## src/design/ring_buffer_packetizer_with_timeout_core_defines.svh

```systemverilog
// Assertion macros for the ring buffer packetizer.
// Included by the top level; no other dependencies.
`ifndef RING_BUFFER_PACKETIZER_WITH_TIMEOUT_CORE_DEFINES_SVH
`define RING_BUFFER_PACKETIZER_WITH_TIMEOUT_CORE_DEFINES_SVH

`ifndef SYNTHESIS
// Same-cycle implication, sampled on clk, off while rst_n is low
`define RBPKT_ASSERT_SAME(label, clk, rst_n, ante, cons, msg) \
    label: assert property (@(posedge clk) disable iff (!rst_n) (ante) |-> (cons)) \
        else $error(msg);
// Next-cycle implication, sampled on clk, off while rst_n is low
`define RBPKT_ASSERT_NEXT(label, clk, rst_n, ante, cons, msg) \
    label: assert property (@(posedge clk) disable iff (!rst_n) (ante) |=> (cons)) \
        else $error(msg);
`else
`define RBPKT_ASSERT_SAME(label, clk, rst_n, ante, cons, msg)
`define RBPKT_ASSERT_NEXT(label, clk, rst_n, ante, cons, msg)
`endif

`endif

```

## src/design/rbpkt_pkg.sv

```systemverilog
`timescale 1ns / 1ps
// Shared constants and controller/datapath interface types for the packetizer.
// No dependencies.
package rbpkt_pkg;

    localparam int DEF_RING_DEPTH     = 256;
    localparam int DEF_PACKET_PAYLOAD = 63;
    localparam int BYTE_W             = 8;

    localparam logic [BYTE_W-1:0] FLUSH_TIMEOUT_RESET = 8'd5;

    // Input item kinds carried on tuser
    localparam logic KIND_APPEND = 1'b0;
    localparam logic KIND_TICK   = 1'b1;

    // Commands from controller to datapath
    typedef struct packed {
        logic append;       // write data byte, advance write pointer
        logic wait_inc;     // waiting tick: bump wait counter
        logic start_full;   // begin a full packet
        logic start_short;  // begin a short flush packet
        logic issue;        // push one packet slot into the output pipe
        logic issue_len;    // slot is the length byte
        logic issue_last;   // slot is the final byte
    } rbpkt_cmd_t;

    // Status from datapath to controller
    typedef struct packed {
        logic held_zero;    // ring empty
        logic held_full;    // at least one payload held
        logic wait_hit;     // next wait count equals the timeout
        logic issue_ok;     // output pipe can take a slot
    } rbpkt_stat_t;

endpackage

```

## src/design/rbpkt_ctrl.sv

```systemverilog
`timescale 1ns / 1ps
// Packetizer controller: accepts input transactions and sequences packet slots.
// Depends on rbpkt_pkg.
module rbpkt_ctrl #(
    parameter int PACKET_PAYLOAD = rbpkt_pkg::DEF_PACKET_PAYLOAD
) (
    input  logic                    aclk,
    input  logic                    aresetn,
    input  logic                    s_tvalid,
    output logic                    s_tready,
    input  logic                    s_tuser,
    input  rbpkt_pkg::rbpkt_stat_t  stat,
    output rbpkt_pkg::rbpkt_cmd_t   cmd
);
    import rbpkt_pkg::*;

    localparam logic ST_IDLE = 1'b0;
    localparam logic ST_EMIT = 1'b1;

    localparam logic [BYTE_W-1:0] LAST_SLOT = BYTE_W'(PACKET_PAYLOAD);

    logic              state_reg, state_next;
    logic [BYTE_W-1:0] slot_reg, slot_next;

    // Decide commands and next state
    always_comb begin
        state_next = state_reg;
        slot_next  = slot_reg;
        cmd        = '0;
        s_tready   = 1'b0;
        case (state_reg)
            ST_IDLE: begin
                s_tready = 1'b1;
                if (s_tvalid) begin
                    if (s_tuser == KIND_APPEND) begin
                        cmd.append = 1'b1;
                    end else if (!stat.held_zero) begin
                        if (stat.held_full) begin
                            cmd.start_full = 1'b1;
                            state_next     = ST_EMIT;
                            slot_next      = '0;
                        end else if (stat.wait_hit) begin
                            cmd.start_short = 1'b1;
                            state_next      = ST_EMIT;
                            slot_next       = '0;
                        end else begin
                            cmd.wait_inc = 1'b1;
                        end
                    end
                end
            end
            ST_EMIT: begin
                if (stat.issue_ok) begin
                    cmd.issue      = 1'b1;
                    cmd.issue_len  = (slot_reg == '0);
                    cmd.issue_last = (slot_reg == LAST_SLOT);
                    if (slot_reg == LAST_SLOT) begin
                        state_next = ST_IDLE;
                    end else begin
                        slot_next = slot_reg + 1'b1;
                    end
                end
            end
            default: begin
                state_next = ST_IDLE;
            end
        endcase
    end

    // Hold state and slot count
    always_ff @(posedge aclk) begin
        if (!aresetn) begin
            state_reg <= ST_IDLE;
            slot_reg  <= '0;
        end else begin
            state_reg <= state_next;
            slot_reg  <= slot_next;
        end
    end

endmodule

```

## src/design/rbpkt_datapath.sv

```systemverilog
`timescale 1ns / 1ps
// Packetizer datapath: ring memory, pointers, wait counter, timeout register
// and the two-stage output pipe. Depends on rbpkt_pkg.
module rbpkt_datapath #(
    parameter int RING_DEPTH     = rbpkt_pkg::DEF_RING_DEPTH,
    parameter int PACKET_PAYLOAD = rbpkt_pkg::DEF_PACKET_PAYLOAD
) (
    input  logic                         aclk,
    input  logic                         aresetn,
    input  logic [rbpkt_pkg::BYTE_W-1:0] s_tdata,
    input  logic                         cfg_valid,
    output logic                         cfg_ready,
    input  logic [rbpkt_pkg::BYTE_W-1:0] cfg_data,
    output logic                         m_tvalid,
    input  logic                         m_tready,
    output logic [rbpkt_pkg::BYTE_W-1:0] m_tdata,
    output logic                         m_tlast,
    input  rbpkt_pkg::rbpkt_cmd_t        cmd,
    output rbpkt_pkg::rbpkt_stat_t       stat
);
    import rbpkt_pkg::*;

    localparam int PTR_W = $clog2(RING_DEPTH);
    localparam int CNT_W = (PTR_W + 1 > BYTE_W) ? PTR_W + 1 : BYTE_W;
    localparam logic [PTR_W-1:0]  PTR_LAST = PTR_W'(RING_DEPTH - 1);
    localparam logic [CNT_W-1:0]  DEPTH_C  = CNT_W'(RING_DEPTH);
    localparam logic [CNT_W-1:0]  PAYLOAD_C = CNT_W'(PACKET_PAYLOAD);
    localparam logic [BYTE_W-1:0] PAYLOAD_B = BYTE_W'(PACKET_PAYLOAD);

    logic [BYTE_W-1:0] ring_mem [RING_DEPTH];

    logic [PTR_W-1:0]  rd_ptr_reg, rd_ptr_next;
    logic [PTR_W-1:0]  wr_ptr_reg, wr_ptr_next;
    logic [BYTE_W-1:0] wait_reg, wait_next;
    logic [BYTE_W-1:0] timeout_reg;
    logic [BYTE_W-1:0] len_reg;
    logic [BYTE_W-1:0] rem_reg;

    logic [CNT_W-1:0]  rd_ext, wr_ext, held;
    logic [BYTE_W-1:0] wait_inc;
    logic              out_adv, rd_en;

    // Output pipe: read stage then output register
    logic              s1_valid_reg;
    logic              s1_use_ram_reg;
    logic              s1_last_reg;
    logic [BYTE_W-1:0] s1_const_reg;
    logic [BYTE_W-1:0] ram_q_reg;
    logic              m_valid_reg;
    logic [BYTE_W-1:0] m_data_reg;
    logic              m_last_reg;

    // Held count is the pointer distance around the ring
    assign rd_ext = CNT_W'(rd_ptr_reg);
    assign wr_ext = CNT_W'(wr_ptr_reg);
    assign held   = (wr_ext >= rd_ext) ? (wr_ext - rd_ext) : (DEPTH_C - rd_ext + wr_ext);

    assign wait_inc = wait_reg + 1'b1;
    assign out_adv  = !m_valid_reg || m_tready;
    assign rd_en    = cmd.issue && !cmd.issue_len && (rem_reg != '0);

    assign stat.held_zero = (held == '0);
    assign stat.held_full = (held >= PAYLOAD_C);
    assign stat.wait_hit  = (wait_inc == timeout_reg);
    assign stat.issue_ok  = !s1_valid_reg || out_adv;

    assign cfg_ready = 1'b1;
    assign m_tvalid  = m_valid_reg;
    assign m_tdata   = m_data_reg;
    assign m_tlast   = m_last_reg;

    // Advance pointers and wait counter
    always_comb begin
        wr_ptr_next = wr_ptr_reg;
        rd_ptr_next = rd_ptr_reg;
        wait_next   = wait_reg;
        if (cmd.append) begin
            wr_ptr_next = (wr_ptr_reg == PTR_LAST) ? '0 : wr_ptr_reg + 1'b1;
        end
        if (rd_en) begin
            rd_ptr_next = (rd_ptr_reg == PTR_LAST) ? '0 : rd_ptr_reg + 1'b1;
        end
        if (cmd.start_full || cmd.start_short) begin
            wait_next = '0;
        end else if (cmd.wait_inc) begin
            wait_next = wait_inc;
        end
    end

    // Control registers
    always_ff @(posedge aclk) begin
        if (!aresetn) begin
            rd_ptr_reg   <= '0;
            wr_ptr_reg   <= '0;
            wait_reg     <= '0;
            timeout_reg  <= FLUSH_TIMEOUT_RESET;
            s1_valid_reg <= 1'b0;
            m_valid_reg  <= 1'b0;
        end else begin
            rd_ptr_reg <= rd_ptr_next;
            wr_ptr_reg <= wr_ptr_next;
            wait_reg   <= wait_next;
            if (cfg_valid) begin
                timeout_reg <= cfg_data;
            end
            if (cmd.issue) begin
                s1_valid_reg <= 1'b1;
            end else if (out_adv) begin
                s1_valid_reg <= 1'b0;
            end
            if (out_adv) begin
                m_valid_reg <= s1_valid_reg;
            end
        end
    end

    // Latch packet length and remaining payload at packet start; count the remainder down on each read
    always_ff @(posedge aclk) begin
        if (cmd.start_full) begin
            len_reg <= PAYLOAD_B;
            rem_reg <= PAYLOAD_B;
        end else if (cmd.start_short) begin
            len_reg <= held[BYTE_W-1:0];
            rem_reg <= held[BYTE_W-1:0];
        end else if (rd_en) begin
            rem_reg <= rem_reg - 1'b1;
        end
    end

    // Ring memory: one write port, one registered read port
    always_ff @(posedge aclk) begin
        if (cmd.append) begin
            ring_mem[wr_ptr_reg] <= s_tdata;
        end
        if (rd_en) begin
            ram_q_reg <= ring_mem[rd_ptr_reg];
        end
    end

    // Payload of the output pipe
    always_ff @(posedge aclk) begin
        if (cmd.issue) begin
            s1_use_ram_reg <= rd_en;
            s1_const_reg   <= cmd.issue_len ? len_reg : '0;
            s1_last_reg    <= cmd.issue_last;
        end
        if (out_adv) begin
            m_data_reg <= s1_use_ram_reg ? ram_q_reg : s1_const_reg;
            m_last_reg <= s1_last_reg;
        end
    end

endmodule

```

## src/design/ring_buffer_packetizer_with_timeout_core.sv

```systemverilog
`timescale 1ns / 1ps
`include "ring_buffer_packetizer_with_timeout_core_defines.svh"
// Top level of the byte ring buffer packetizer with flush timeout.
// Depends on rbpkt_pkg, rbpkt_ctrl, rbpkt_datapath and the defines header.
//
//  Channel   Direction  Handshake           Contents
//  s_        in         s_tvalid/s_tready   byte to append or tick
//  m_        out        m_tvalid/m_tready   packet bytes, tlast on the final byte
//  cfg_      in         cfg_valid/cfg_ready flush timeout register
//
// An append or a tick that sends nothing leaves s_tready high.
// A tick that sends a packet holds s_tready low while its PACKET_PAYLOAD + 1
// bytes go into the output pipe, one per cycle while the pipe can take a slot,
// paced by the single read port of the ring memory.
// m_tready low stalls the pipe and with it the packet sequencing.
// Reset is synchronous; the ring memory is not cleared and needs no sweep.
module ring_buffer_packetizer_with_timeout_core #(
    parameter int RING_DEPTH     = rbpkt_pkg::DEF_RING_DEPTH,
    parameter int PACKET_PAYLOAD = rbpkt_pkg::DEF_PACKET_PAYLOAD
) (
    input  logic                         aclk,
    input  logic                         aresetn,
    input  logic                         s_tvalid,
    output logic                         s_tready,
    input  logic [rbpkt_pkg::BYTE_W-1:0] s_tdata,   // [7:0] data_byte
    input  logic                         s_tuser,   // [0] kind
    output logic                         m_tvalid,
    input  logic                         m_tready,
    output logic [rbpkt_pkg::BYTE_W-1:0] m_tdata,   // [7:0] packet_byte
    output logic                         m_tlast,
    input  logic                         cfg_valid,
    output logic                         cfg_ready,
    input  logic [rbpkt_pkg::BYTE_W-1:0] cfg_data   // [7:0] flush_timeout
);
    import rbpkt_pkg::*;

    rbpkt_cmd_t  cmd;
    rbpkt_stat_t stat;

    rbpkt_ctrl #(
        .PACKET_PAYLOAD (PACKET_PAYLOAD)
    ) u_ctrl (
        .aclk     (aclk),
        .aresetn  (aresetn),
        .s_tvalid (s_tvalid),
        .s_tready (s_tready),
        .s_tuser  (s_tuser),
        .stat     (stat),
        .cmd      (cmd)
    );

    rbpkt_datapath #(
        .RING_DEPTH     (RING_DEPTH),
        .PACKET_PAYLOAD (PACKET_PAYLOAD)
    ) u_datapath (
        .aclk      (aclk),
        .aresetn   (aresetn),
        .s_tdata   (s_tdata),
        .cfg_valid (cfg_valid),
        .cfg_ready (cfg_ready),
        .cfg_data  (cfg_data),
        .m_tvalid  (m_tvalid),
        .m_tready  (m_tready),
        .m_tdata   (m_tdata),
        .m_tlast   (m_tlast),
        .cmd       (cmd),
        .stat      (stat)
    );

    // Packets start only on an accepted tick transaction
    `RBPKT_ASSERT_SAME(a_start_on_tick, aclk, aresetn, cmd.start_full || cmd.start_short, s_tvalid && s_tready && s_tuser == KIND_TICK, "packet start without tick")
    // A full packet needs at least one payload held
    `RBPKT_ASSERT_SAME(a_full_needs_data, aclk, aresetn, cmd.start_full, !stat.held_zero && stat.held_full, "full packet with too few bytes")
    // Never push a slot into a blocked output pipe
    `RBPKT_ASSERT_SAME(a_issue_ok, aclk, aresetn, cmd.issue, stat.issue_ok, "slot issued into full pipe")
    // After the final slot the input side opens again
    `RBPKT_ASSERT_NEXT(a_last_reopens, aclk, aresetn, cmd.issue && cmd.issue_last, s_tready, "input not reopened after packet")

endmodule
```

## config.mk

```make
export PLATFORM = sky130hd
export DESIGN_NAME = ring_buffer_packetizer_with_timeout_core
export DESIGN_NICKNAME = d
export VERILOG_FILES = /design/src/design/rbpkt_pkg.sv /design/src/design/rbpkt_ctrl.sv /design/src/design/rbpkt_datapath.sv /design/src/design/ring_buffer_packetizer_with_timeout_core.sv
export VERILOG_INCLUDE_DIRS = /design/src /design/src/design
export SDC_FILE = /design/constraint.sdc
export NUM_CORES = 2
export LEC_CHECK = 0
export BUFFER_PORTS_ARGS = -buffer_cell sky130_fd_sc_hd__buf_2
export CAP_MARGIN = 20
export CORE_MARGIN = 1.5
export CORE_UTILIZATION = 57
export CTS_BUF_LIST = sky130_fd_sc_hd__clkbuf_4 sky130_fd_sc_hd__clkbuf_8 sky130_fd_sc_hd__clkbuf_16
export CTS_CLUSTER_SIZE = 8
export DETAILED_ROUTE_END_ITERATION = 10
export PLACE_DENSITY = 0.76
export SLEW_MARGIN = 20
export SYNTH_ARGS = -nofsm -noshare
export SYNTH_HDL_FRONTEND = slang
export SYNTH_SLANG_ARGS = --single-unit
```

## constraint.sdc

```tcl
create_clock -name aclk -period 3.85 [get_ports aclk]
set_input_delay 0.77 -clock aclk [delete_from_list [all_inputs] [get_ports aclk]]
set_output_delay 0.77 -clock aclk [all_outputs]
set_load 0.05 [all_outputs]
```

==> impl_metrics.csv <==
group,metric,value,unit
global_routing,grt_pass1_wl,325000,um
synthesis,syn-num-nets,4025,
synthesis,synth_ff_type,"edfxtp_1",
route,wl_per_cell,35.0,um
floorplanning,die_y,385,um
worst_setup_path,crit_type,"register to register",
worst_setup_path,worst_ep_arrival_time,4.33,ns
clocking,h-tree-depth,5,
worst_setup_path,crit_fanout,19,
sta,rsz0062_at_grt,"false",
placed_design,postPlaceCellArea,88400,um^2
route,maxUsedRoutingLayer,"met5",
synthesis,yosys.area.top_type_share,74.8,%
finish,largest_register_ffs,2048,
synthesis,yosysUniqueCellTypes,70,
route,wl_met1,78000,um
synthesis,synth.most_common_cell,"edfxtp_1",
clocking,cts_inserted_buffers,317,
finish,fin_area,96800,um^2
placed_design,dp_hpwl,132000,um
worst_setup_path,r2r_cells,10,
run,maxCapViolations,0,
route,dr_total_vias,45300,
clocking,cts.sinks,2134,
synthesis,yosysWarnings,0,
synthesis,synth.largest_area_cell,"edfxtp_1",
global_routing,grt_max_degree,129,
synthesis,synth_area_leaders,"edfxtp_1 75%, mux4_2 15%, nor2_1 1.5%, dfxtp_1 1.4%, nand2_1 0.72%",
worst_setup_path,reg2reg_from,"u_datapath.rd_ptr_reg[0]$_SDFFE_PN0P_",
synthesis,synthCells,3984,
power_and_ir_drop,cellPowerDensity,522,nW/um^2
global_routing,grt_antenna_before_repair,8,
route,remaining_drc_errors,0,
worst_hold_path,holdPathStages,3,
finish,drive_gt1_share,31.2,%
route,detail-route-antenna-nets,0,
worst_hold_path,hold_path.class,"primary input to register",
placed_design,numPortBuffers,32,
route,wl_met2,107000,um
clocking,cts_tree,"yes",
finish,finalNetCount,4572,
placed_design,place_congestion,0.902,
synthesis,syn_area,83300,um^2
route,drt-vias-per-instance,6.96,
sta,worst_slack,0.142,ns
floorplanning,dieArea,148000,um^2
worst_setup_path,reg2reg_slack,0.14,ns
worst_setup_path,rr_endpoint,"u_datapath.ram_q_reg[3]$_DFFE_PP_",
placed_design,pre_cts_ws,0.166,ns
finish,area_growth,16.3,%
clocking,root_buffer,"clkbuf_16",
global_routing,grt_usage,31.2,%
power_and_ir_drop,power,50.6,mW
worst_setup_path,start_kind,"register",
route,routed_wl,228000,um
worst_setup_path,endpoint,"u_datapath.ram_q_reg[3]$_DFFE_PP_",
clocking,clkTransAtPathRegs,0.05,ns
floorplanning,ioPinCount,34,
sta,fmax,270,MHz
power_and_ir_drop,p_leak,30.8,nW
sta,final-setup-viol-count,0,
sta,slew_violations,0,
sta,finClkSkew,0.0621,ns
power_and_ir_drop,vdd_drop_max,0.532,mV
worst_setup_path,crit_start,"u_datapath.rd_ptr_reg[0]$_SDFFE_PN0P_",
synthesis,synth_edf_count,2075,
synthesis,synth.avg_cell_area,20.9,um^2
route,first_pass_iters,9,
clocking,clock_latency,0.90,ns
sta,hold_viol,0,
sta,fin_setup_tns,0,ns
sta,finalCritPeriodShare,96.3,%
clocking,ctsHoldBuffers,0,
worst_setup_path,cp-end-kind,"register",
floorplanning,start_util,57.3,%
synthesis,async_reset_ff_share,0,%
global_routing,grt_overflow_total,0,
synthesis,synth_commonest_cells,"2075 x edfxtp_1, 569 x mux4_2, 343 x nor2_1",
global_routing,grt_pass1_vias,45900,
finish,fin_util,66.6,%
sta,worstMarginPinSlew,1.00,ns
route,wl_met3,30000,um
sta,relSlewSlack,33.3,%
worst_setup_path,crit_required,4.47,ns
clocking,cts_buffer_depth,4,
floorplanning,rows,140,
synthesis,synth_seq_area_share,76.3,%
floorplanning,core_area,145000,um^2
synthesis,yosys_register_bits,2134,
sta,period_needed,3.71,ns
floorplanning,chipWidth,385,um
outcome,status,"finished clean",
route,drt_first_iter_violations,6787,
finish,top_register,"u_datapath.ring_mem",
through the flow:
step	hold WS (ns)	std cells
2_1_floorplan	0.400	3984
3_3_place_gp	0.419	6129
3_5_place_dp	0.411	6129
4_1_cts	0.0733	6500
5_1_grt	0.120	6500
6_report	0.117	6505
critical path: stages (launching register included):
cell,delay [ns]
dfxtp_4,0.52
buf_12,0.28
buf_4,0.36
mux4_2,0.55
nand2_1,0.16
a21oi_1,0.09
a21oi_1,0.30
a41oi_1,0.19
o2111ai_1,0.21
o221ai_1,0.27
or4_1,0.48
worst min path at each step:
stage	start	slack, ns	endpoint
final	cfg_data[0]	0.12	u_datapath.timeout_reg[0]$_SDFFE_PN1P_
after global routing	cfg_data[4]	0.12	u_datapath.timeout_reg[4]$_SDFFE_PN0P_
after CTS	cfg_data[0]	0.07	u_datapath.timeout_reg[0]$_SDFFE_PN1P_
after detailed placement	u_datapath.s1_last_reg$_SDFFCE_PN0P_	0.41	u_datapath.m_tlast$_DFFE_PP_
after global placement	u_datapath.s1_last_reg$_SDFFCE_PN0P_	0.42	u_datapath.m_tlast$_DFFE_PP_
after floorplan	u_datapath.s1_last_reg$_SDFFCE_PN0P_	0.40	u_datapath.m_tlast$_DFFE_PP_
per-layer routing:
layer	GRT usage [%]	vias to the layer above
met5	0.292	-
met4	15.5	10
met3	9.13	760
met2	48.2	3876
met1	40.9	23200
li1	-	17500
layout make-up:
cell class                 instances  area (um^2)
sequential                      2134        63500
fill                            8759        48600
multi-input combinational       1599        18600
clock buffer                     368         8420
timing repair buffer             457         3810
tap                             1917         2400
inverter                          22         87.6
clock inverter                     3         22.5
antenna                            5         12.5
cell usage in the layout (no fill, tap or decap), types with 5 or more instances in the layout:
cell       Yosys  layout
o21ai_1        5       5
ha_1          18      18
or4_1          5       5
a21oi_1       51      51
buf_12         0      31
diode_2        0       5
nand4_1       14      14
o22ai_1       29      29
a31oi_1       18      18
clkbuf_4       0      45
buf_4         37     394
nand3_1       63      63
nand2_1      159     159
clkbuf_8       0       8
nor4_1        13      12
mux2_2         9       9
nor2b_1       19      18
xnor2_1       23      23
buf_2         68      24
a22oi_1       48      48
a22o_1         7       7
nor3_1        21      21
dfxtp_1       59      54
o21ai_0       14      14
and3_1        14      14
a221oi_1       8       8
o211ai_1       7       7
o221ai_1       5       5
a32oi_1        5       5
mux4_2       569     569
clkbuf_16      0     323
xor2_1        15      15
nor2_1       343     340
mux2i_1       49      49
inv_1         18      16
edfxtp_1    2075    2075
power by group:
part | total, mW | internal [mW] | switching, mW
clock network | 24.2 | 15.1 | 9.11
registers | 25.7 | 25.6 | 0.0654
logic | 0.709 | 0.160 | 0.549
logic make-up (layout without fill, tap and decap cells):
logic type	Yosys count	in the layout	synth area share, %
DFF	2134	2134	76.3
xor gates and xnor gates	38	38	0.400
and+or+nand+nor	675	675	3.48
adders and majority gates	19	19	0.295
other	1	6	0.00450
buffers and inverters	251	850	1.49
AOI/OAI and AO/OA	239	239	1.97
muxes	627	627	16.1
repair_timing:
item                                    in CTS  in global routing
endpoints found under the setup margin       0                  1
endpoints found under the hold margin        0                  0
buffers inserted                             0                  0
gates resized for setup                      0                  1
(Power assumes the default switching activity.)
